`src/rtl/mopc_pkg.sv`:
```
`default_nettype none

package mopc_pkg;

    // Screen and font geometry.
    localparam int SCREEN_WIDTH  = 240;
    localparam int SCREEN_HEIGHT = 135;
    localparam int CHAR_WIDTH    = 8;
    localparam int CHAR_HEIGHT   = 16;
    localparam int STRIP_ROWS    = 16;

    localparam int STRIP_TOP = SCREEN_HEIGHT - STRIP_ROWS;
    localparam int STRIP_END = STRIP_TOP + CHAR_HEIGHT;
    localparam int NAME_FIT  = SCREEN_WIDTH / CHAR_WIDTH;

    // RGB565 palette.
    localparam logic [15:0] C_LAND   = 16'h2E05;
    localparam logic [15:0] C_OCEAN  = 16'h3B7F;
    localparam logic [15:0] C_YELLOW = 16'hFFE0;
    localparam logic [15:0] C_RED    = 16'hF800;
    localparam logic [15:0] C_WHITE  = 16'hFFFF;

    // Pulse limits.
    localparam logic [3:0] PULSE_MAX   = 4'd10;
    localparam logic [3:0] PULSE_MIN   = 4'd3;
    localparam logic [3:0] PULSE_RESET = 4'd3;

    // Configuration port.
    localparam int PADDR_W = 5;
    localparam int PDATA_W = 32;

    typedef enum logic [2:0] {
        REG_STATION_COL = 3'd0,
        REG_STATION_ROW = 3'd1,
        REG_SAT_COL     = 3'd2,
        REG_SAT_ROW     = 3'd3,
        REG_SAT_VISIBLE = 3'd4,
        REG_NAME_CHARS  = 3'd5
    } reg_idx_t;

    typedef struct packed {
        logic [7:0] station_col;
        logic [7:0] station_row;
        logic [7:0] sat_col;
        logic [7:0] sat_row;
        logic       sat_visible;
        logic [4:0] name_chars;
    } cfg_t;

    typedef struct packed {
        logic [7:0] col;
        logic [7:0] row;
        logic       land;
        logic       present;
        logic       gbit;
    } pix_t;

endpackage

`default_nettype wire

```
`src/rtl/mopc_regs.sv`:
```
`default_nettype none

module mopc_regs (
    input  wire logic                          aclk,
    input  wire logic                          aresetn,
    input  wire logic                          psel,
    input  wire logic                          penable,
    input  wire logic                          pwrite,
    input  wire logic [mopc_pkg::PADDR_W-1:0]  paddr,
    input  wire logic [mopc_pkg::PDATA_W-1:0]  pwdata,
    output logic      [mopc_pkg::PDATA_W-1:0]  prdata,
    output logic                               pready,
    output mopc_pkg::cfg_t                     cfg
);

    mopc_pkg::cfg_t cfg_reg;
    mopc_pkg::cfg_t cfg_next;
    logic [2:0]     idx;
    logic           wr_en;

    assign idx    = paddr[4:2];
    assign wr_en  = psel && penable && pwrite;
    assign pready = 1'b1;
    assign cfg    = cfg_reg;

    always_comb begin
        cfg_next = cfg_reg;
        if (wr_en) begin
            unique case (idx)
                mopc_pkg::REG_STATION_COL: cfg_next.station_col = pwdata[7:0];
                mopc_pkg::REG_STATION_ROW: cfg_next.station_row = pwdata[7:0];
                mopc_pkg::REG_SAT_COL:     cfg_next.sat_col     = pwdata[7:0];
                mopc_pkg::REG_SAT_ROW:     cfg_next.sat_row     = pwdata[7:0];
                mopc_pkg::REG_SAT_VISIBLE: cfg_next.sat_visible = pwdata[0];
                mopc_pkg::REG_NAME_CHARS:  cfg_next.name_chars  = pwdata[4:0];
                default:                   cfg_next = cfg_reg;
            endcase
        end
    end

    always_ff @(posedge aclk) begin
        if (!aresetn) begin
            cfg_reg <= '0;
        end else begin
            cfg_reg <= cfg_next;
        end
    end

    always_comb begin
        prdata = '0;
        unique case (idx)
            mopc_pkg::REG_STATION_COL: prdata[7:0] = cfg_reg.station_col;
            mopc_pkg::REG_STATION_ROW: prdata[7:0] = cfg_reg.station_row;
            mopc_pkg::REG_SAT_COL:     prdata[7:0] = cfg_reg.sat_col;
            mopc_pkg::REG_SAT_ROW:     prdata[7:0] = cfg_reg.sat_row;
            mopc_pkg::REG_SAT_VISIBLE: prdata[0]   = cfg_reg.sat_visible;
            mopc_pkg::REG_NAME_CHARS:  prdata[4:0] = cfg_reg.name_chars;
            default:                   prdata      = '0;
        endcase
    end

endmodule

`default_nettype wire

```
`src/rtl/mopc_pulse.sv`:
```
`default_nettype none

module mopc_pulse (
    input  wire logic       aclk,
    input  wire logic       aresetn,
    input  wire logic       advance,
    output logic      [3:0] radius
);

    logic [3:0] pulse_radius_reg;
    logic [3:0] pulse_radius_next;
    logic       pulse_shrinking_reg;
    logic       pulse_shrinking_next;
    logic [3:0] stepped;

    // The radius handed out is the one after this beat's step, if any.
    assign radius = pulse_radius_next;

    always_comb begin
        stepped = pulse_shrinking_reg ? pulse_radius_reg - 4'd1 : pulse_radius_reg + 4'd1;
        pulse_radius_next    = pulse_radius_reg;
        pulse_shrinking_next = pulse_shrinking_reg;
        if (advance) begin
            pulse_radius_next = stepped;
            if (stepped >= mopc_pkg::PULSE_MAX) begin
                pulse_shrinking_next = 1'b1;
            end else if (stepped <= mopc_pkg::PULSE_MIN) begin
                pulse_shrinking_next = 1'b0;
            end
        end
    end

    always_ff @(posedge aclk) begin
        if (!aresetn) begin
            pulse_radius_reg    <= mopc_pkg::PULSE_RESET;
            pulse_shrinking_reg <= 1'b0;
        end else begin
            pulse_radius_reg    <= pulse_radius_next;
            pulse_shrinking_reg <= pulse_shrinking_next;
        end
    end

endmodule

`default_nettype wire

```
`src/rtl/mopc_shade.sv`:
```
`default_nettype none

module mopc_shade (
    input  mopc_pkg::pix_t       pix,
    input  wire logic      [3:0] radius,
    input  mopc_pkg::cfg_t       cfg,
    output logic          [15:0] colour
);

    logic              stn_hit;
    logic              sat_hit_red;
    logic              sat_hit_white;
    logic              strip_hit;
    logic [8:0]        col9;
    logic [8:0]        row9;
    logic [8:0]        scol9;
    logic [8:0]        srow9;
    logic signed [8:0] dx;
    logic signed [8:0] dy;
    logic [8:0]        dx_mag;
    logic [8:0]        dy_mag;
    logic [4:0]        ro;
    logic [9:0]        dx_sq;
    logic [9:0]        dy_sq;
    logic [10:0]       d2;
    logic [9:0]        rf_sq;
    logic [9:0]        ro_sq;
    logic              in_box;
    logic [4:0]        char_idx;
    logic [4:0]        limit;

    assign col9  = {1'b0, pix.col};
    assign row9  = {1'b0, pix.row};
    assign scol9 = {1'b0, cfg.station_col};
    assign srow9 = {1'b0, cfg.station_row};

    // Station dot: 3x3 around the centre, centre column kept off the screen edges.
    assign stn_hit = (cfg.station_col >= 8'd1)
                  && (scol9 < 9'(mopc_pkg::SCREEN_WIDTH - 1))
                  && (row9 + 9'd1 >= srow9) && (row9 <= srow9 + 9'd1)
                  && (col9 + 9'd1 >= scol9) && (col9 <= scol9 + 9'd1);

    // Satellite disc: offsets, box test, then small squares.
    assign dx     = $signed(col9) - $signed({1'b0, cfg.sat_col});
    assign dy     = $signed(row9) - $signed({1'b0, cfg.sat_row});
    assign dx_mag = dx[8] ? 9'(-dx) : 9'(dx);
    assign dy_mag = dy[8] ? 9'(-dy) : 9'(dy);
    assign ro     = {1'b0, radius} + 5'd1;
    assign in_box = (dx_mag <= {4'b0, ro}) && (dy_mag <= {4'b0, ro});
    assign dx_sq  = dx_mag[4:0] * dx_mag[4:0];
    assign dy_sq  = dy_mag[4:0] * dy_mag[4:0];
    assign d2     = {1'b0, dx_sq} + {1'b0, dy_sq};
    assign rf_sq  = {6'b0, radius} * {6'b0, radius};
    assign ro_sq  = {5'b0, ro} * {5'b0, ro};

    assign sat_hit_red   = cfg.sat_visible && (col9 < 9'(mopc_pkg::SCREEN_WIDTH)) && in_box
                        && (d2 <= {1'b0, rf_sq});
    assign sat_hit_white = cfg.sat_visible && (col9 < 9'(mopc_pkg::SCREEN_WIDTH)) && in_box
                        && (d2 <= {1'b0, ro_sq});

    // Name strip along the bottom rows.
    assign char_idx  = 5'(pix.col / mopc_pkg::CHAR_WIDTH);
    assign limit     = (cfg.name_chars > 5'(mopc_pkg::NAME_FIT)) ? 5'(mopc_pkg::NAME_FIT)
                                                                 : cfg.name_chars;
    assign strip_hit = (row9 >= 9'(mopc_pkg::STRIP_TOP)) && (row9 < 9'(mopc_pkg::STRIP_END))
                    && (char_idx < limit) && pix.present;

    always_comb begin
        priority if (strip_hit) begin
            colour = pix.gbit ? mopc_pkg::C_WHITE : mopc_pkg::C_OCEAN;
        end else if (sat_hit_red) begin
            colour = mopc_pkg::C_RED;
        end else if (sat_hit_white) begin
            colour = mopc_pkg::C_WHITE;
        end else if (stn_hit) begin
            colour = mopc_pkg::C_YELLOW;
        end else begin
            colour = pix.land ? mopc_pkg::C_LAND : mopc_pkg::C_OCEAN;
        end
    end

endmodule

`default_nettype wire

```
`src/rtl/map_overlay_pixel_compositor.sv`:
```
// Channel   | Direction | Handshake          | Payload
// ----------+-----------+--------------------+-------------------------------------------
// s_        | in        | s_valid / s_ready  | pix_col, pix_row, map_land, glyph_present,
//           |           |                    | glyph_bit, frame_start
// m_        | out       | m_valid / m_ready  | pixel_colour
// APB       | in/out    | psel/penable/pready| paddr, pwdata, prdata (six registers)
//
// One pixel beat is accepted per clock cycle while the result side keeps up; each
// beat's colour is loaded into the result register once the result side is free
// and shown on m_ from then on (input register, then result register).
// The rate is set by the single colouring pass between those two registers.
// aresetn is synchronous and active low; it empties both stages, clears the
// configuration registers and sets the pulse to radius 3, growing.
// A stall on m_ready holds the result; the input register still takes one more beat if it is empty.
`default_nettype none

module map_overlay_pixel_compositor (
    input  wire logic                          aclk,
    input  wire logic                          aresetn,
    // Pixel input beats.
    input  wire logic                          s_valid,
    output logic                               s_ready,
    input  wire logic [7:0]                    s_pix_col,
    input  wire logic [7:0]                    s_pix_row,
    input  wire logic                          s_map_land,
    input  wire logic                          s_glyph_present,
    input  wire logic                          s_glyph_bit,
    input  wire logic                          s_frame_start,
    // Colour output beats.
    output logic                               m_valid,
    input  wire logic                          m_ready,
    output logic      [15:0]                   m_pixel_colour,
    // Configuration port.
    input  wire logic                          psel,
    input  wire logic                          penable,
    input  wire logic                          pwrite,
    input  wire logic [mopc_pkg::PADDR_W-1:0]  paddr,
    input  wire logic [mopc_pkg::PDATA_W-1:0]  pwdata,
    output logic      [mopc_pkg::PDATA_W-1:0]  prdata,
    output logic                               pready
);

    mopc_pkg::cfg_t cfg;
    mopc_pkg::pix_t pix_in;
    mopc_pkg::pix_t pix_reg;
    logic [3:0]     radius_now;
    logic [3:0]     radius_reg;
    logic           in_valid_reg;
    logic           in_valid_next;
    logic           out_valid_reg;
    logic           out_valid_next;
    logic [15:0]    colour;
    logic [15:0]    colour_reg;
    logic           s_fire;
    logic           move;

    mopc_regs u_regs (
        .aclk    (aclk),
        .aresetn (aresetn),
        .psel    (psel),
        .penable (penable),
        .pwrite  (pwrite),
        .paddr   (paddr),
        .pwdata  (pwdata),
        .prdata  (prdata),
        .pready  (pready),
        .cfg     (cfg)
    );

    // The pulse steps as the beat is accepted, so the radius captured alongside the
    // pixel already includes its own frame start.
    mopc_pulse u_pulse (
        .aclk    (aclk),
        .aresetn (aresetn),
        .advance (s_fire && s_frame_start),
        .radius  (radius_now)
    );

    assign pix_in.col     = s_pix_col;
    assign pix_in.row     = s_pix_row;
    assign pix_in.land    = s_map_land;
    assign pix_in.present = s_glyph_present;
    assign pix_in.gbit    = s_glyph_bit;

    // The input stage moves on whenever the result register is free or being emptied.
    assign move    = !out_valid_reg || m_ready;
    assign s_ready = !in_valid_reg || move;
    assign s_fire  = s_valid && s_ready;

    always_comb begin
        in_valid_next  = in_valid_reg;
        out_valid_next = out_valid_reg;
        if (move) begin
            out_valid_next = in_valid_reg;
        end
        if (s_ready) begin
            in_valid_next = s_valid;
        end
    end

    always_ff @(posedge aclk) begin
        if (!aresetn) begin
            in_valid_reg  <= 1'b0;
            out_valid_reg <= 1'b0;
        end else begin
            in_valid_reg  <= in_valid_next;
            out_valid_reg <= out_valid_next;
        end
    end

    always_ff @(posedge aclk) begin
        if (s_fire) begin
            pix_reg    <= pix_in;
            radius_reg <= radius_now;
        end
        if (move && in_valid_reg) begin
            colour_reg <= colour;
        end
    end

    mopc_shade u_shade (
        .pix    (pix_reg),
        .radius (radius_reg),
        .cfg    (cfg),
        .colour (colour)
    );

    assign m_valid        = out_valid_reg;
    assign m_pixel_colour = colour_reg;

endmodule

`default_nettype wire

```
`config.mk`:
```
export PLATFORM = sky130hd
export DESIGN_NAME = map_overlay_pixel_compositor
export DESIGN_NICKNAME = d
export VERILOG_FILES = /design/src/rtl/mopc_pkg.sv /design/src/rtl/mopc_regs.sv /design/src/rtl/mopc_pulse.sv /design/src/rtl/mopc_shade.sv /design/src/rtl/map_overlay_pixel_compositor.sv
export SDC_FILE = /design/constraint.sdc
export NUM_CORES = 1
export LEC_CHECK = 0
export ABC_AREA = 1
export BUFFER_PORTS_ARGS = -buffer_cell sky130_fd_sc_hd__buf_2
export CORE_ASPECT_RATIO = 1.1
export CORE_MARGIN = 10
export CORE_UTILIZATION = 65
export DETAILED_ROUTE_END_ITERATION = 8
export PLACE_DENSITY = 0.9
export SETUP_SLACK_MARGIN = 0.5
export SLEW_MARGIN = 20
export SYNTH_ARGS = -nofsm -noshare
export SYNTH_HDL_FRONTEND = slang
export SYNTH_HIERARCHICAL = 1
export SYNTH_SLANG_ARGS = --single-unit
```
`constraint.sdc`:
```
create_clock -name aclk -period 19.12 [get_ports aclk]
set_clock_uncertainty 0.1 [all_clocks]
set_input_delay 2.868 -clock aclk [delete_from_list [all_inputs] [get_ports aclk]]
set_output_delay 2.868 -clock aclk [all_outputs]
set_load 0.01 [all_outputs]
```
==> impl_metrics.json, run 1 <==
{
  "antenna_found_initial": 0,
  "postCtsSetupRepairBufs": 0,
  "p_per_area_nw_per_um2": 123,
  "use_met2_pct": 39.7,
  "start_util_pct": 66.1,
  "layout-drive-gt1-share_pct": 11.0,
  "cts_made_buffers": 9,
  "post-route-period-util_pct": 42.3,
  "postCtsResizedCells": 0,
  "largest_reg_flops": 38,
  "place_hpwl_um": 17800,
  "io_buffers": 63,
  "grt_util_met3_pct": 3.44,
  "busiest_layer": "met2",
  "synth.yosys.seq_area_share_pct": 21.8,
  "overflow": 0,
  "fmax_ghz": 0.124,
  "ys.flop_type": "dfxtp_1",
  "setup_tns_ps": 0,
  "synth-edff-count": 39,
  "core.rowCount": 46,
  "clkLatencyLatePin_ps": 340,
  "fin_nets": 1605,
  "postPlaceCellArea_um2": 9780,
  "cts_hold_repair.buffers": 0,
  "clkTransAtPathRegs_ps": 70,
  "first_pass_iters": 6,
  "netlist_instances": 1332,
  "setup_violations": 0,
  "slew-limit-headroom_pct": 30.4,
  "cts.path.max_buffers": 2,
  "regArea_um2": 2070,
  "peakVddDrop_v": 0.000165,
  "drt-total-wl_um": 22200,
  "hold_viol": 0,
  "min_period_ps": 8090,
  "synth_top_cell_by_area": "ha_1",
  "multi_input_area_um2": 6210,
  "die_x_um": 135,
  "synth.avg_cell_area_um2": 7.14,
  "grt_usage_pct": 22.4,
  "synth.most_common_cell": "nand2_1",
  "die_area_um2": 19900,
  "slowest_delay_ps": 560,
  "synth.distinct_cells": 55,
  "ys_warn_count": 6,
  "crit_required_ps": 19120,
  "cts.sinks": 84,
  "drt_iter0_drc": 565,
  "drt.antenna.violating_nets": 0,
  "grtUsageMet1_pct": 26.5,
  "grt_pass1_wl_um": 37500,
  "ys_top_cells_by_count": "nand2_1 (288), inv_1 (233), nor2_1 (169), ha_1 (133), nand3_1 (77)",
  "cts_tree": "done",
  "num_antenna_cells": 0,
  "syn-cell-area_um2": 9510,
  "place_congestion": 0.942,
  "die_h_um": 147,
  "worstSetupEndpointType": "register",
  "area_growth_pct": 5.97,
  "crit_top_cell": "nand2_1",
  "critPathArrivalTime_ps": 8080,
  "core-area_um2": 14400,
  "cp-start-kind": "register",
  "first_global_vias": 8248,
  "fin_area_um2": 10100,
  "io_pins": 115,
  "h-tree-depth": 3,
  "grt_max_degree": 42,
  "num_vias": 8556,
  "drc_errors": 0,
  "ys_top_cells_by_area": "ha_1 (18%), edfxtp_1 (12%), nand2_1 (11%)",
  "timing_worst_setup_path_type": "reg2reg",
  "rsz0062_at_grt": "false",
  "async_flop_share_pct": 0,
  "hp-class": "reg2reg",
  "root_buffer": "clkbuf_16",
  "synth_seq_cells": 84,
  "via_per_inst": 5.42,
  "path_max_fanout": 5,
  "critPathSlowestCell": "fa_1",
  "wl_per_cell_um": 14.1,
  "outcome": "finished, final reports clean",
  "fillers": 1171,
  "yosys.area.top_type_share_pct": 17.5,
  "maxSlewViolCount": 0,
  "power_leakage_nw": 5.12,
  "tightest_slew_ps": 1040,
  "drv_cap": 0
}
## worst paths after layout
check / start / to / slack (ps) / depth (start not counted)
hold reg to reg: in_valid_reg$_SDFFE_PN0P_ / m_valid$_SDFFE_PN0P_ / 390 / 2
setup reg to reg: pix_reg[11]$_DFFE_PP_ / m_pixel_colour[10]$_DFFE_PP_ / 11030 / 37
setup / recovery: pix_reg[11]$_DFFE_PP_ / m_pixel_colour[10]$_DFFE_PP_ / 11030 / 37
hold / removal: in_valid_reg$_SDFFE_PN0P_ / m_valid$_SDFFE_PN0P_ / 390 / 2
## routing by layer
metal  vias to the layer above  share of wire (%)
li1                       4276                  -
met1                      3896                 41
met2                       325                 50
met3                        59                5.6
met4                         0                3.0
met5                         -                  0
## through the flow
stage | worst slack [ps] | util (%) | power, mW | std cells | hold WS (ps)
6_report | 11030 | 70.0 | 1.24 | 1578 | 391
5_1_grt | 10580 | 70.0 | 1.39 | 1578 | 422
4_1_cts | 11070 | 70.0 | 1.24 | 1578 | 392
3_5_place_dp | 11120 | 68.0 | 1.06 | 1562 | 378
2_1_floorplan | 12080 | - | 0.883 | 1356 | 355
3_3_place_gp | 11360 | 68.0 | 1.02 | 1562 | 370
## power breakdown
group          internal (mW)  switching [mW]
sequential             0.196         0.00853
clock                 0.0967          0.0737
combinational          0.330           0.537
total                  0.623           0.619
## layout by cell type (no fill, tap or decap), types with 10 or more instances in the layout
cell type / instances
o21ai_0: 20
xor2_1: 30
nand4_1: 40
buf_2: 63
nand3_1: 77
ha_1: 133
nand3b_1: 11
conb_1: 28
nand2_1: 288
xnor2_1: 11
edfxtp_1: 39
inv_1: 233
inv_2: 11
a21oi_1: 55
dfxtp_1: 45
fa_1: 27
nand2_2: 14
nor2_1: 169
clkbuf_16: 10
## cell type report
type / instances / share of cell area, %
Sequential cell: 84 / 20.6
Tap cell: 192 / 2.38
Timing Repair Buffer: 64 / 3.20
Clock inverter: 6 / 0.410
Inverter: 247 / 9.29
Multi-Input combinational cell: 975 / 61.7
Clock buffer: 10 / 2.48
## logic make-up (layout without fill, tap and decap cells)
kind of cell	count (synthesis)	count (layout)	synth area share, %
AOI/OAI and AO/OA	97	97	5.78
and+or+nand+nor	647	647	31.2
DFF	84	84	21.8
other	4	28	0.158
xor gates and xnor gates	43	43	4.12
buffers and inverters	297	327	13.8
adders and majority gates	160	160	23.2
## critical path, delay by kind of cell (launching register included)
family                     cells  cell delay, ps
AOI/OAI and AO/OA              5             730
xor gates and xnor gates       2             680
adders and majority gates      9            3740
buffers and inverters          6             470
DFF                            1             460
and+or+nand+nor               15            1660
Note: power is estimated with default switching activity, not from simulation.
==> run 2, diff against run 1 <==
CORE_UTILIZATION = 55   (was 65)
PLACE_DENSITY = 0.81   (was 0.9)
clock period = 6.9 ns   (was 19.12 ns; I/O delays follow)
==> impl_metrics.json, run 2 (same netlist as run 1, synthesis figures left out) <==
{
  "dp_cells": 1686,
  "drt_iter0_drc": 561,
  "final.setup.worst_slack_ps": -121,
  "first_pass_iters": 5,
  "cts_hold_repair.buffers": 0,
  "setup_violations": 14,
  "final_cells": 1714,
  "worstSetupEndpointType": "register",
  "final_common_cell": "nand2_1",
  "num_antenna_cells": 0,
  "fillers": 1441,
  "cts.sinks": 84,
  "maxSlewViolCount": 0,
  "drv_cap": 0,
  "fmax_ghz": 0.142,
  "cts.path.max_buffers": 2,
  "cp-start-kind": "register",
  "timing_worst_setup_path_type": "reg2reg",
  "peakVddDrop_v": 0.000471,
  "die_x_um": 145,
  "wl_per_cell_um": 13.9,
  "multi_input_area_um2": 6500,
  "power_leakage_nw": 5.61,
  "area_growth_pct": 17.0,
  "place_congestion": 0.953,
  "largest_reg_flops": 38,
  "critPathArrivalTime_ps": 7020,
  "violations": "setup timing",
  "min_from": "in_valid_reg$_SDFFE_PN0P_",
  "drt-total-wl_um": 23800,
  "grt_usage_pct": 19.9,
  "regArea_um2": 2070,
  "post-route-period-util_pct": 102,
  "cp-startpoint": "pix_reg[11]$_DFFE_PP_",
  "tightest_slew_ps": 1050,
  "drc_errors": 0,
  "crit_required_ps": 6900,
  "rsz0062_at_grt": "true",
  "grt_pass1_wl_um": 38400,
  "place_hpwl_um": 18700,
  "h-tree-depth": 3,
  "clkTransAtPathRegs_ps": 70,
  "antenna_found_initial": 0,
  "fin_nets": 1699,
  "slew-limit-headroom_pct": 29.7,
  "critPathSlowestCell": "fa_2",
  "clkLatencyLatePin_ps": 340,
  "crit_top_cell": "inv_2",
  "grt_max_degree": 42,
  "io_pins": 115,
  "hp-class": "reg2reg",
  "setup_tns_ps": -1390,
  "core-area_um2": 17000,
  "outcome": "finished with violations",
  "p_per_area_nw_per_um2": 395,
  "io_buffers": 63,
  "layout-drive-gt1-share_pct": 20.3,
  "r2r_start": "pix_reg[11]$_DFFE_PP_",
  "first_global_vias": 8492,
  "slowest_delay_ps": 570,
  "via_per_inst": 5.12,
  "min_period_ps": 7020,
  "final_cell_mix": "nand2_1 (275), inv_1 (225), nor2_1 (163)",
  "die_h_um": 158,
  "final_core_util_pct": 65.4,
  "overflow": 0,
  "cts_made_buffers": 9,
  "num_vias": 8775,
  "start_util_pct": 55.9,
  "cts_tree": "done",
  "hold_viol": 0,
  "drt.antenna.violating_nets": 0,
  "core.rowCount": 50,
  "die_area_um2": 23000,
  "path_max_fanout": 4,
  "root_buffer": "clkbuf_16"
}
## run 2: critical path: cells and delay by family, from the launching register on
| kind | cells | cell delay [ps] |
|---|---|---|
| AO/OA/AOI/OAI | 5 | 600 |
| XOR/XNOR | 2 | 380 |
| adder cells (fa/ha/maj) | 10 | 3850 |
| AND/OR/NAND/NOR | 8 | 1040 |
| flip-flops | 1 | 420 |
| buffers and inverters | 7 | 400 |
## run 2: worst paths after layout
kind                                  to  cells after the start  slack, ps
min reg2reg         m_valid$_SDFFE_PN0P_                      2        380
max reg2reg  m_pixel_colour[2]$_DFFE_PP_                     32       -120
min                 m_valid$_SDFFE_PN0P_                      2        380
max          m_pixel_colour[2]$_DFFE_PP_                     32       -120
## run 2: per-stage QoR
stage	setup slack (ps)	instance area (um^2)	hold WS, ps	power (mW)
floorplan	50.6	9660	355	2.54
global placement	-105	10500	374	3.25
finish	-121	11100	384	4.40
global route	-431	11100	429	4.83
CTS	-89.3	11000	387	4.08
detailed placement	-203	10500	378	3.37
## run 2: power breakdown
| part | internal (mW) | total (mW) | switching (mW) |
|---|---|---|---|
| clock network | 0.246 | 0.456 | 0.209 |
| registers | 0.543 | 0.561 | 0.0182 |
| logic | 1.53 | 3.38 | 1.86 |
| total | 2.32 | 4.40 | 2.08 |
## run 2: metal layers
layer / part of all wire (%) / vias up / global-route usage (%)
met3: 4.4 / 46 / 2.34
met2: 51 / 240 / 37.3
met1: 42 / 4027 / 23.0
met5: 0 / - / 0
met4: 2.5 / 0 / 7.08
li1: - / 4462 / -
## run 2: timing repair
action | CTS | global route
setup buffers | 5 | 7
endpoints found under the setup margin | 14 | 14
pin swaps | 32 | 27
resized for setup | 30 | 27
## run 2: area by class of cell
cell class / instances / share of cell area (%)
clock buffers: 9 / 2.02
flip-flops and latches: 84 / 18.6
inverters: 247 / 8.43
well taps: 234 / 2.63
clock inverters: 7 / 0.472
repair buffers: 158 / 9.35
multi-input cells: 975 / 58.5
